==> config.mk <==
export PLATFORM = sky130hd
export DESIGN_NAME = abgt_sequencer
export DESIGN_NICKNAME = d
export VERILOG_FILES = /design/src/design/abgt_pkg.sv /design/src/design/abgt_sequencer.sv
export SDC_FILE = /design/constraint.sdc
export NUM_CORES = 1
export LEC_CHECK = 0
export BUFFER_PORTS_ARGS = -buffer_cell sky130_fd_sc_hd__buf_2
export CORE_AREA = 2 2 39 41
export CTS_BUF_LIST = sky130_fd_sc_hd__clkbuf_16
export DETAILED_ROUTE_END_ITERATION = 16
export DIE_AREA = 0 0 41 43
export PLACE_DENSITY_LB_ADDON = 0.12
export RECOVER_POWER = 25
export SLEW_MARGIN = 15
export SYNTH_ARGS = -nofsm -noshare
export SYNTH_HDL_FRONTEND = slang
export SYNTH_SLANG_ARGS = --single-unit
==> constraint.sdc <==
create_clock -name clk -period 4.25 [get_ports clk]
set_input_delay 0.2125 -clock clk [delete_from_list [all_inputs] [get_ports clk]]
set_output_delay 0.2125 -clock clk [all_outputs]
set_load 0.005 [all_outputs]
==> src/design/abgt_pkg.sv <==
package abgt_pkg;

	// register map of the configuration port
	typedef enum logic [2:0] {
		REG_STEP_TIME,
		REG_HALF_STEP_SQ,
		REG_ALPHA_GAIN,
		REG_BETA_GAIN,
		REG_ACCEL_GAIN
	} cfg_index_t;

	localparam int CFG_INDEX_W = 3;
	localparam int CFG_DATA_W  = 32;
	localparam int GAIN_W      = 18;
	localparam int IO_W        = 32;

	localparam logic [31:0]       STEP_TIME_RST    = 32'd3277;
	localparam logic [31:0]       HALF_STEP_SQ_RST = 32'd82;
	localparam logic [GAIN_W-1:0] ALPHA_GAIN_RST   = 18'd17760;
	localparam logic [GAIN_W-1:0] BETA_GAIN_RST    = 18'd1868;
	localparam logic [31:0]       ACCEL_GAIN_RST   = 32'd26214;

	localparam logic [IO_W-1:0] OUT_MAX = 32'h7fff_ffff;
	localparam logic [IO_W-1:0] OUT_MIN = 32'h8000_0000;

	typedef struct packed {
		logic [31:0]       step_time;
		logic [31:0]       half_step_sq;
		logic [GAIN_W-1:0] alpha_gain;
		logic [GAIN_W-1:0] beta_gain;
		logic [31:0]       accel_gain;
	} cfg_t;

	// multiplier operand selects
	typedef enum logic [1:0] {A_VEL, A_ACC, A_RES} opa_sel_t;
	typedef enum logic [2:0] {B_DT, B_HALF, B_ALPHA, B_BETA, B_ACCEL} opb_sel_t;

	// accumulator controls
	typedef enum logic [2:0] {
		BASE_POS, BASE_VEL, BASE_ACC, BASE_PS, BASE_PV, BASE_MEAS, BASE_SUM
	} base_sel_t;
	typedef enum logic {ADD_PROD, ADD_NEG_PS} addend_sel_t;
	typedef enum logic [2:0] {
		DST_NONE, DST_PS, DST_PV, DST_RES, DST_POS, DST_VEL, DST_ACC
	} dest_sel_t;

	typedef enum logic {SEQ_NEXT, SEQ_END} seq_op_t;

	typedef struct packed {
		logic        mul_en;
		opa_sel_t    opa;
		opb_sel_t    opb;
		logic        acc_en;
		base_sel_t   base;
		addend_sel_t addend;
		dest_sel_t   dest;
		seq_op_t     seq;
	} uword_t;

	localparam int STEP_COUNT = 8;
	localparam int STEP_W     = $clog2(STEP_COUNT);
	typedef logic [STEP_W-1:0] step_t;

	typedef struct packed {
		logic   step_en;
		logic   finish;
		uword_t uw;
	} seq_ctl_t;

	// microcode: a product issued in one step is consumed by the next step that adds a product
	function automatic uword_t ucode_rom(input step_t step);
		uword_t w;
		unique case (step)
			3'd0: w = '{mul_en: 1'b1, opa: A_VEL, opb: B_DT, acc_en: 1'b0,
				base: BASE_POS, addend: ADD_PROD, dest: DST_NONE, seq: SEQ_NEXT};
			3'd1: w = '{mul_en: 1'b1, opa: A_ACC, opb: B_HALF, acc_en: 1'b1,
				base: BASE_POS, addend: ADD_PROD, dest: DST_NONE, seq: SEQ_NEXT};
			3'd2: w = '{mul_en: 1'b1, opa: A_ACC, opb: B_DT, acc_en: 1'b1,
				base: BASE_SUM, addend: ADD_PROD, dest: DST_PS, seq: SEQ_NEXT};
			3'd3: w = '{mul_en: 1'b0, opa: A_ACC, opb: B_DT, acc_en: 1'b1,
				base: BASE_MEAS, addend: ADD_NEG_PS, dest: DST_RES, seq: SEQ_NEXT};
			3'd4: w = '{mul_en: 1'b1, opa: A_RES, opb: B_ALPHA, acc_en: 1'b1,
				base: BASE_VEL, addend: ADD_PROD, dest: DST_PV, seq: SEQ_NEXT};
			3'd5: w = '{mul_en: 1'b1, opa: A_RES, opb: B_BETA, acc_en: 1'b1,
				base: BASE_PS, addend: ADD_PROD, dest: DST_POS, seq: SEQ_NEXT};
			3'd6: w = '{mul_en: 1'b1, opa: A_RES, opb: B_ACCEL, acc_en: 1'b1,
				base: BASE_PV, addend: ADD_PROD, dest: DST_VEL, seq: SEQ_NEXT};
			3'd7: w = '{mul_en: 1'b0, opa: A_RES, opb: B_ACCEL, acc_en: 1'b1,
				base: BASE_ACC, addend: ADD_PROD, dest: DST_ACC, seq: SEQ_END};
		endcase
		return w;
	endfunction

endpackage

==> src/design/abgt_sequencer.sv <==
module abgt_sequencer (
	input  logic               clk,
	input  logic               arst_n,
	input  logic               start,
	input  logic               out_free,
	output logic               busy,
	output abgt_pkg::seq_ctl_t ctl
);

	abgt_pkg::step_t  step_q;
	logic             busy_q;
	abgt_pkg::uword_t uw;
	logic             step_en;

	always_comb begin
		uw = abgt_pkg::ucode_rom(step_q);
		// the closing step waits for room in the result register
		step_en = busy_q && ((uw.seq == abgt_pkg::SEQ_NEXT) || out_free);
	end

	assign busy        = busy_q;
	assign ctl.step_en = step_en;
	assign ctl.finish  = step_en && (uw.seq == abgt_pkg::SEQ_END);
	assign ctl.uw      = uw;

	always_ff @(posedge clk or negedge arst_n) begin
		if (!arst_n) begin
			busy_q <= 1'b0;
			step_q <= '0;
		end else if (start) begin
			busy_q <= 1'b1;
			step_q <= '0;
		end else if (step_en) begin
			unique case (uw.seq)
				abgt_pkg::SEQ_NEXT: step_q <= step_q + 1'b1;
				abgt_pkg::SEQ_END: begin
					busy_q <= 1'b0;
					step_q <= '0;
				end
			endcase
		end
	end

endmodule

# ---- Word-level counts from Yosys, hierarchy flattened
# Memory sizes are Yosys's and may differ from the RTL's.
# Cells that the tools add are included.
dict set report classes {
  bitwise_logic 1
  n_reduce_logical 6
  mux 6
  add_sub_neg 1
}
# op count
set op_table {}
lappend op_table {{3-bit two-way mux} 2}
lappend op_table {{3-bit one-hot mux with 2 select lines} 1}
lappend op_table {{2-bit nonzero test} 2}
lappend op_table {{3-bit by 1-bit adder with 3-bit output (second input constant)} 1}
lappend op_table {{1-bit two-way mux} 3}
lappend op_table {{1-bit logical AND} 2}
lappend op_table {{2-bit AND reduction} 1}
lappend op_table {{1-bit logical OR} 1}
lappend op_table {{1-bit NOT} 1}
dict set report word_totals {
  reg_bits 4
  out_inout_bits 18
  rom_bits 120
  mem_count 1
}
# memory words word_bits read_ports rd_ports_with_merged_regs write_ports line
set memory_table {}
lappend memory_table {{(no name shown)} 8 15 1 0 0 abgt_pkg.sv:73} ;# unique case (step)

# ---- Longest topological paths before layout
# Gate-level depths: netlist (run 1).
# An unclocked memory read counts as a cell.
dict set report depth {
  word_depth 6
  ltp_mapped 5
}

# ---- Worst setup path after synthesis (run 1)
# OpenSTA, ideal clock, no wires.
dict set report synth_path {
  kind {register -> register}
  startpoint {register step_q[0]}
  endpoint {register step_q[0]}
  path_slack_ps 2752
  required_time_ps 4155
  path_stages_with_launch 5
  t_arrival_ps 1403
  path_buffers 0
  period_less_slack_ps 1498
  cell_sequence {dfrtp_1 ha_1 ha_1 or4b_1 o31ai_1}
}
# element line
set synth_lines {}
lappend synth_lines {{from (decl)} abgt_sequencer.sv:10} ;# abgt_pkg::step_t step_q;
lappend synth_lines {{from (signal assigned)} abgt_sequencer.sv:35} ;# abgt_pkg::SEQ_NEXT: step_q <= step_q + 1'b1;

==> results.txt, run 1 <==
The clock latency on the worst-skew pair came out at 0.22 ns. In the post-route analysis, the smallest setup slack over all paths is 2.425 ns. The total routing usage reported by global routing is 11.38%.

The final net count is 75. Summing the sequential cell areas from Yosys gives 27.21% of the chip area. In the synthesized netlist the dominant register cell turns out to be dfrtp_1.

The instance count of the mapped netlist is 42. At the pin with the least slew margin, the transition time is 0.3144 ns. The remaining routing DRC violations came out at 0.

The worst setup path endpoint is ctl[16]. The switching power of the nets came out at 52.66 uW. STA classifies the critical path startpoint as a flip-flop. The number of filler instances in the final layout is 145.

The number of nets in the synthesized netlist is 53. The die area came out at 1763 sq um. The pin count of the biggest net entering global routing came out at 11.

The critical path starts at step_q[0]. The synthesized design contains 4 register bits. The clock passes through at most 2 buffers. The cell area after technology mapping is 367.9 sq um.

The CTS buffer count is 3. The number of antenna diodes in the final layout is 0. The register share of total power is 19.8%. The final non-filler cell area is 545.5 sq um.

The floorplan core area is 1384 sq um. The total length of routed wires came out at 836 um. The clock share of power came out at 62.0%.

The cell leakage power is 0.3008 nW. The synthesized area per cell came out at 8.758 sq um. The worst slew slack as a fraction of its limit is 79.04%. The area growth from synthesis to final layout came out at 48.30%.

The placed cell area is 461.7 sq um. The total number of placement rows came out at 14. The via count of the first global-routing pass came out at 335. The global-route wire length before repair is 1.324 mm. The overall power of the completed layout came out at 235.9 uW. Timing would allow up to 548.1 MHz. Dividing the detail-routed via count by the number of cells gives 4.449. The initial core utilization came out at 26.58%. The pre-CTS setup slack came out at 2.671 ns. The overall die height is 43 um.

The peak supply drop is 0.2397 mV. In the post-synthesis netlist, the cell with the most instances is ha_1. The data required time at the worst endpoint came out at 4.04 ns. The path class of the tightest hold or removal check is primary input to flip-flop.

After clock tree synthesis, the clock-pin slew on the worst setup and hold paths is 0.03 ns. Setup repair after global routing left no endpoint under its margin. The terminus of the critical flop-to-flop path is step_q[0]. The detailed-router iteration count before antenna repair came out at 3.

Setup total negative slack on the finished layout was measured at 0 ns. The post-detailed-route count of antenna-violating nets is 0. The DRC violation total after the first TritonRoute iteration came out at 3. For this design, the sink count on the clock tree is 4. Once detailed placement completed, the half-perimeter wirelength came to 644.7 um. The congestion estimate from routability-driven global placement came to 0.7017. The H-tree level count came out at 1. The final number of max-transition violations is 0. Combinational cells account for 18.2% of the total power. The global route total overflow is 0.

Clock skew on the completed layout was measured at 0.001291 ns. The TritonCTS clock tree is done. The cell area power density is 432.5 nW/um^2. The wire length per cell after detailed routing came out at 10.72 um. The number of distinct library cells after synthesis is 20.

Clock tree synthesis selected as its root buffer the cell clkbuf_16. The final critical-path required period is 1.825 ns. The number of hold-slack violations in the final timing report came to 0.

In this run the count of I/O pins placed on the die edge is 22. The worst setup path is of the flip-flop to primary output kind. The post-cts repair resize count is 0.

Yosys mapped a number of flops with a built-in enable equal to 0. The initial antenna violation count came out at 0. Sorting the synthesized cells by area gives the leading types as dfrtp_1 27%, ha_1 24%, buf_4 6.1%, nor2_1 5.1%, inv_1 4.1%. dfrtp_1 takes more of the synthesized area than any other cell. The layout cell share with drive strength beyond 1 came out at 41.94%. Counting instances in the post-synthesis netlist gives the leading cell types as 7 x ha_1, 5 x nor2_1, 4 x dfrtp_1, 4 x inv_1.

The design internal power is 183.3 uW. The port buffer count is 21. The switching part of the total came out at 22.32%.

The length in cells of the worst reg-to-reg path came out at 4. The type of element capturing the critical path is a primary output. In this run the biggest area consumer among cell types represents 27.21% of the synthesized area. The largest fanout of any net on the critical path came out at 6. In this run the register-to-register setup slack is 2.66 ns. The run finished with clean final reports. The x dimension of the die is 41 um.

The total number of yosys warnings came out at 0. For this run, the number of standard cells in the final layout without fillers is 78. Detailed routing inserted a total of 347 vias. The setup violation total in the final timing report is 0. The number of violations of the max-capacitance limit came out at 0. The async set or reset register ratio after synthesis came out at 100.0%. The worst path uses 42.93% of the clock period.

Once placement completed, the tool counted placed cells totaling 74. The beginning of the worst register-to-register path is step_q[0]. For the worst setup path, the data arrival time is 1.61 ns.
metrics by stage:
| step | hold WS [ns] | utilization (%) |
|---|---|---|
| global route | 0.2473 | 39.42 |
| detailed placement | 0.02117 | 33.36 |
| CTS | 0.2285 | 39.51 |
| global placement | 0.02290 | 33.36 |
| finish | 0.2329 | 39.42 |
| floorplan | -0.08309 | - |
layout by cell type (no fill, tap or decap), types with 2 or more instances in the layout:
cell and instances:
a21oi_1 2, inv_1 4, dfrtp_1 4, o31ai_1 2
buf_2 20, ha_1 7, clkbuf_16 3, nand2_1 3
nor2_1 5
state kept, by name (all words and copies together), names as in the netlist:
name and cells:
busy 1, step_q 3
repair_timing:
| action | 4_1_cts | 5_1_grt |
|---|---|---|
| endpoints found under the setup margin | 0 | 0 |
| endpoints found under the hold margin | 4 | 0 |
| hold buffers | 1 | 0 |
| setup buffers | 0 | 0 |
routing by layer:
layer | part of all wire (%) | vias up | wire [um] | GRT usage [%]
met5 | 0 | - | 0 | 0
met4 | 0 | 0 | 0 | 10.00
met3 | 6.7 | 0 | 56 | 1.571
met2 | 47 | 13 | 397 | 17.81
met1 | 46 | 155 | 382 | 12.34
li1 | - | 179 | - | -
cell families (layout without fill, tap and decap cells):
group           Yosys count  after routing  share of synthesized area (%)
simple gates             14             14                          20.75
buf+inv                   9             29                          12.58
fa+ha+maj                 7              7                          23.81
compound gates            7              7                          12.58
flops                     4              4                          27.21
mux                       1              1                          3.061
area by class of cell:
cell class / count / area [sq um] / share of cell area (%)
multi-input cells: 29 / 221.5 / 40.60
inverters: 4 / 15.01 / 2.752
repair buffers: 22 / 113.9 / 20.87
flip-flops and latches: 4 / 100.1 / 18.35
clock buffers: 3 / 75.07 / 13.76
well taps: 16 / 20.02 / 3.670
power groups by stage:
stage               clock [mW]  combinational [mW]  sequential, mW
finish                   0.146              0.0429          0.0467
global route             0.152              0.0512          0.0478
CTS                      0.149              0.0441          0.0472
detailed placement           0              0.0432          0.0475
global placement             0              0.0440          0.0474
floorplan                    0              0.0284          0.0446
worst max-delay path, stage by stage (launching register included):
cell and delay, ns:
dfrtp_1 0.43, ha_1 0.26, ha_1 0.25, nand2b_1 0.11, and2_1 0.20, buf_2 0.14
worst min-delay path by stage:
stage	to	cells past startpoint	start
finish	step_q[2]	2	start
detailed placement	step_q[2]	1	arst_n
CTS	step_q[2]	2	start
global placement	busy	1	arst_n
floorplan	busy	0	arst_n
global route	step_q[2]	2	start
Note: power is estimated with default switching activity, not from simulation.
==> run 2, diff against run 1 <==
clock period = 1.63 ns   (was 4.25 ns; I/O delays follow)
==> results.txt, run 2 (synthesis results as in run 1) <==
The flow ran to the end, and the final reports show no timing, DRC or antenna violations. The die area is 1763 sq um (unchanged). The final net count is 78 (+4.0%).

The data required time at the worst endpoint is 1.55 ns (-2.49 ns). The number of hold-slack violations in the final timing report came out at 0 (unchanged). The post-detailed-route count of antenna-violating nets came out at 0 (unchanged). The TritonCTS clock tree is done.

The class of the most critical setup path is flip-flop to primary output. The peak clock frequency supported by timing came out at 658.9 MHz. The transition time at the pin with the least slew margin came out at 0.2499 ns (-0.06453 ns). The port buffer count is 21 (unchanged). The initial core utilization is 26.58% (unchanged).

The DRC violation total after the first TritonRoute iteration is 6 (+3). In the layout the commonest cells are 20 x buf_2, 6 x ha_1, 5 x nor2_1. The total length of routed wires is 872 um (+4.3%).

The cell leakage power came out at 0.3169 nW (+5.4%). The number of flip-flops under the largest register name is 3 (unchanged). The setup violation total in the final timing report came out at 0 (unchanged). The number of filler instances in the final layout is 148 (+2.1%). The library cell used most frequently in the layout, excluding fill and tap cells, is buf_2. The clock latency on the worst-skew pair came out at 0.23 ns (about the same).

Clock tree synthesis selected as its root buffer the cell clkbuf_16. The peak supply drop came out at 0.8601 mV (+260%). The initial antenna violation count is 0 (unchanged). The H-tree level count is 1 (unchanged). The global route total overflow is 0 (unchanged).

The number of buffers inserted to repair setup after CTS came out at 0 (unchanged). The placed wire-length estimate came out at 666.2 um (+3.3%). The total via count in the routed design came to 353 (+1.7%). The via count of the first global-routing pass is 307 (-8.4%). The maximum count of clock buffers along a single path is 2 (unchanged). The total number of placement rows came out at 14 (unchanged). The clock share of power is 61.3% (-0.7 points).

The final critical-path required period is 1.518 ns. The area growth from synthesis to final layout came out at 55.78%. The overall die height is 43 um (unchanged). The register share of total power is 18.1% (-1.7 points). The global-route wire length before repair came to 1.331 mm (+0.53%).

The worst setup slack after layout is 0.1122 ns (-2.313 ns). The number of sinks handled by clock tree synthesis came out at 4 (unchanged). The switching power of the nets was 146.9 uW (+180%).

The routed via count divided by cell count came out at 4.358 (-2.0%). The fraction of the cycle the final worst path needs came out at 93.11%. The arrival time at the worst endpoint is 1.44 ns (-0.17 ns). The kind of path behind the tightest hold check is primary input to flip-flop. The switching part of the total is 23.14% (+0.82 points). The floorplan core area came out at 1384 sq um (unchanged). The global placer's final weighted congestion is 0.7288 (+3.9%).

The total routing usage reported by global routing came out at 12.17% (+0.79 points). The number of antenna diodes is 0 (unchanged). The slack of the worst reg-to-reg path is 0.15 ns (-2.51 ns). The remaining routing DRC violations is 0 (unchanged). The number of top-level design ports is 22 (unchanged). The layout cell share with drive strength beyond 1 is 47.69% (+5.8 points). Setup repair after global routing left no endpoint under its margin. The relative contribution of combinational cells to total power is 20.6% (+2.4 points). The worst setup path is launched from a flip-flop. The worst setup path is captured at a primary output. The CTS buffer count is 3 (unchanged). The clock-pin transition on the worst setup and hold timing paths is 0.03 ns (about the same). The final number of max-transition violations is 0 (unchanged). The final setup TNS is 0 ns (unchanged). The setup skew after layout came out at 0.001777 ns (+0.0004853 ns). The x dimension of the die came to 41 um (unchanged). The cell area power density is 1108 nW/um^2 (+160%).

The pre-CTS setup slack is 0.1167 ns (-2.554 ns). The wire length per cell after detailed routing came out at 10.77 um (+0.44%). The detailed-router iteration count before antenna repair is 3 (unchanged). The pin count of the biggest net entering global routing came to 8 (-3). The number of violations of the max-capacitance limit was 0 (unchanged). The design internal power came out at 487.8 uW (+170%).

The worst slew slack as a fraction of its limit came out at 83.20% (+4.2 points). Ranked by flip-flop count, first place goes to step_q. The largest fanout of any net on the critical path is 3 (-3).
-- run 2: path summary, 6_finish.rpt --
check / start / endpoint / cells after the start
max reg2reg: step_q[0] / step_q[0] / 4
min in group asynchronous: arst_n / step_q[0] / 2
max in group asynchronous: arst_n / step_q[2] / 2
max: step_q[0] / ctl[5] / 4
min: start / step_q[2] / 2
min reg2reg: busy / busy / 1
-- run 2: per-layer routing --
metal | track usage [%] | vias up | share of wire, %
met3 | 3.141 | 2 | 7.6
met4 | 10.00 | 0 | 2.2
met2 | 17.81 | 15 | 49
met1 | 13.92 | 154 | 41
li1 | - | 182 | -
met5 | 0 | - | 0
-- run 2: timing repair --
action | 4_1_cts | 5_1_grt
resized for setup | 0 | 2
setup endpoints to repair | 0 | 1
hold buffers | 1 | 0
endpoints found under the hold margin | 4 | 0
-- run 2: area by class of cell --
cell class / instances / area [sq um] / share of cell area, %
Clock buffer: 3 / 75.07 / 13.10
Inverter: 4 / 15.01 / 2.620
Multi-Input combinational cell: 29 / 226.5 / 39.52
Sequential cell: 4 / 100.1 / 17.47
Tap cell: 16 / 20.02 / 3.493
Timing Repair Buffer: 25 / 136.4 / 23.80
-- run 2: power groups by stage --
stage          Combinational [mW]  Sequential, mW  Clock, mW
2_1_floorplan              0.0739           0.116          0
3_3_place_gp                0.133           0.116          0
3_5_place_dp                0.132           0.116          0
4_1_cts                     0.134           0.115      0.398
5_1_grt                     0.149           0.116      0.407
6_report                    0.131           0.115      0.389
-- run 2: critical path, stage by stage (launching register included) --
cell	delay (ns)
dfrtp_1	0.38
ha_1	0.24
ha_1	0.19
or2_2	0.28
buf_2	0.12
-- run 2: metrics by stage --
stage	hold slack (ns)	cells	power [mW]	utilization (%)	cell area, sq um
floorplan	-0.2141	42	0.1902	-	367.9
global placement	-0.1104	77	0.2483	34.99	484.2
detailed placement	-0.1073	77	0.2477	34.99	484.2
CTS	0.08646	81	0.6470	41.14	569.3
global route	0.1033	81	0.6719	41.41	573.1
finish	0.09094	81	0.6347	41.41	573.1
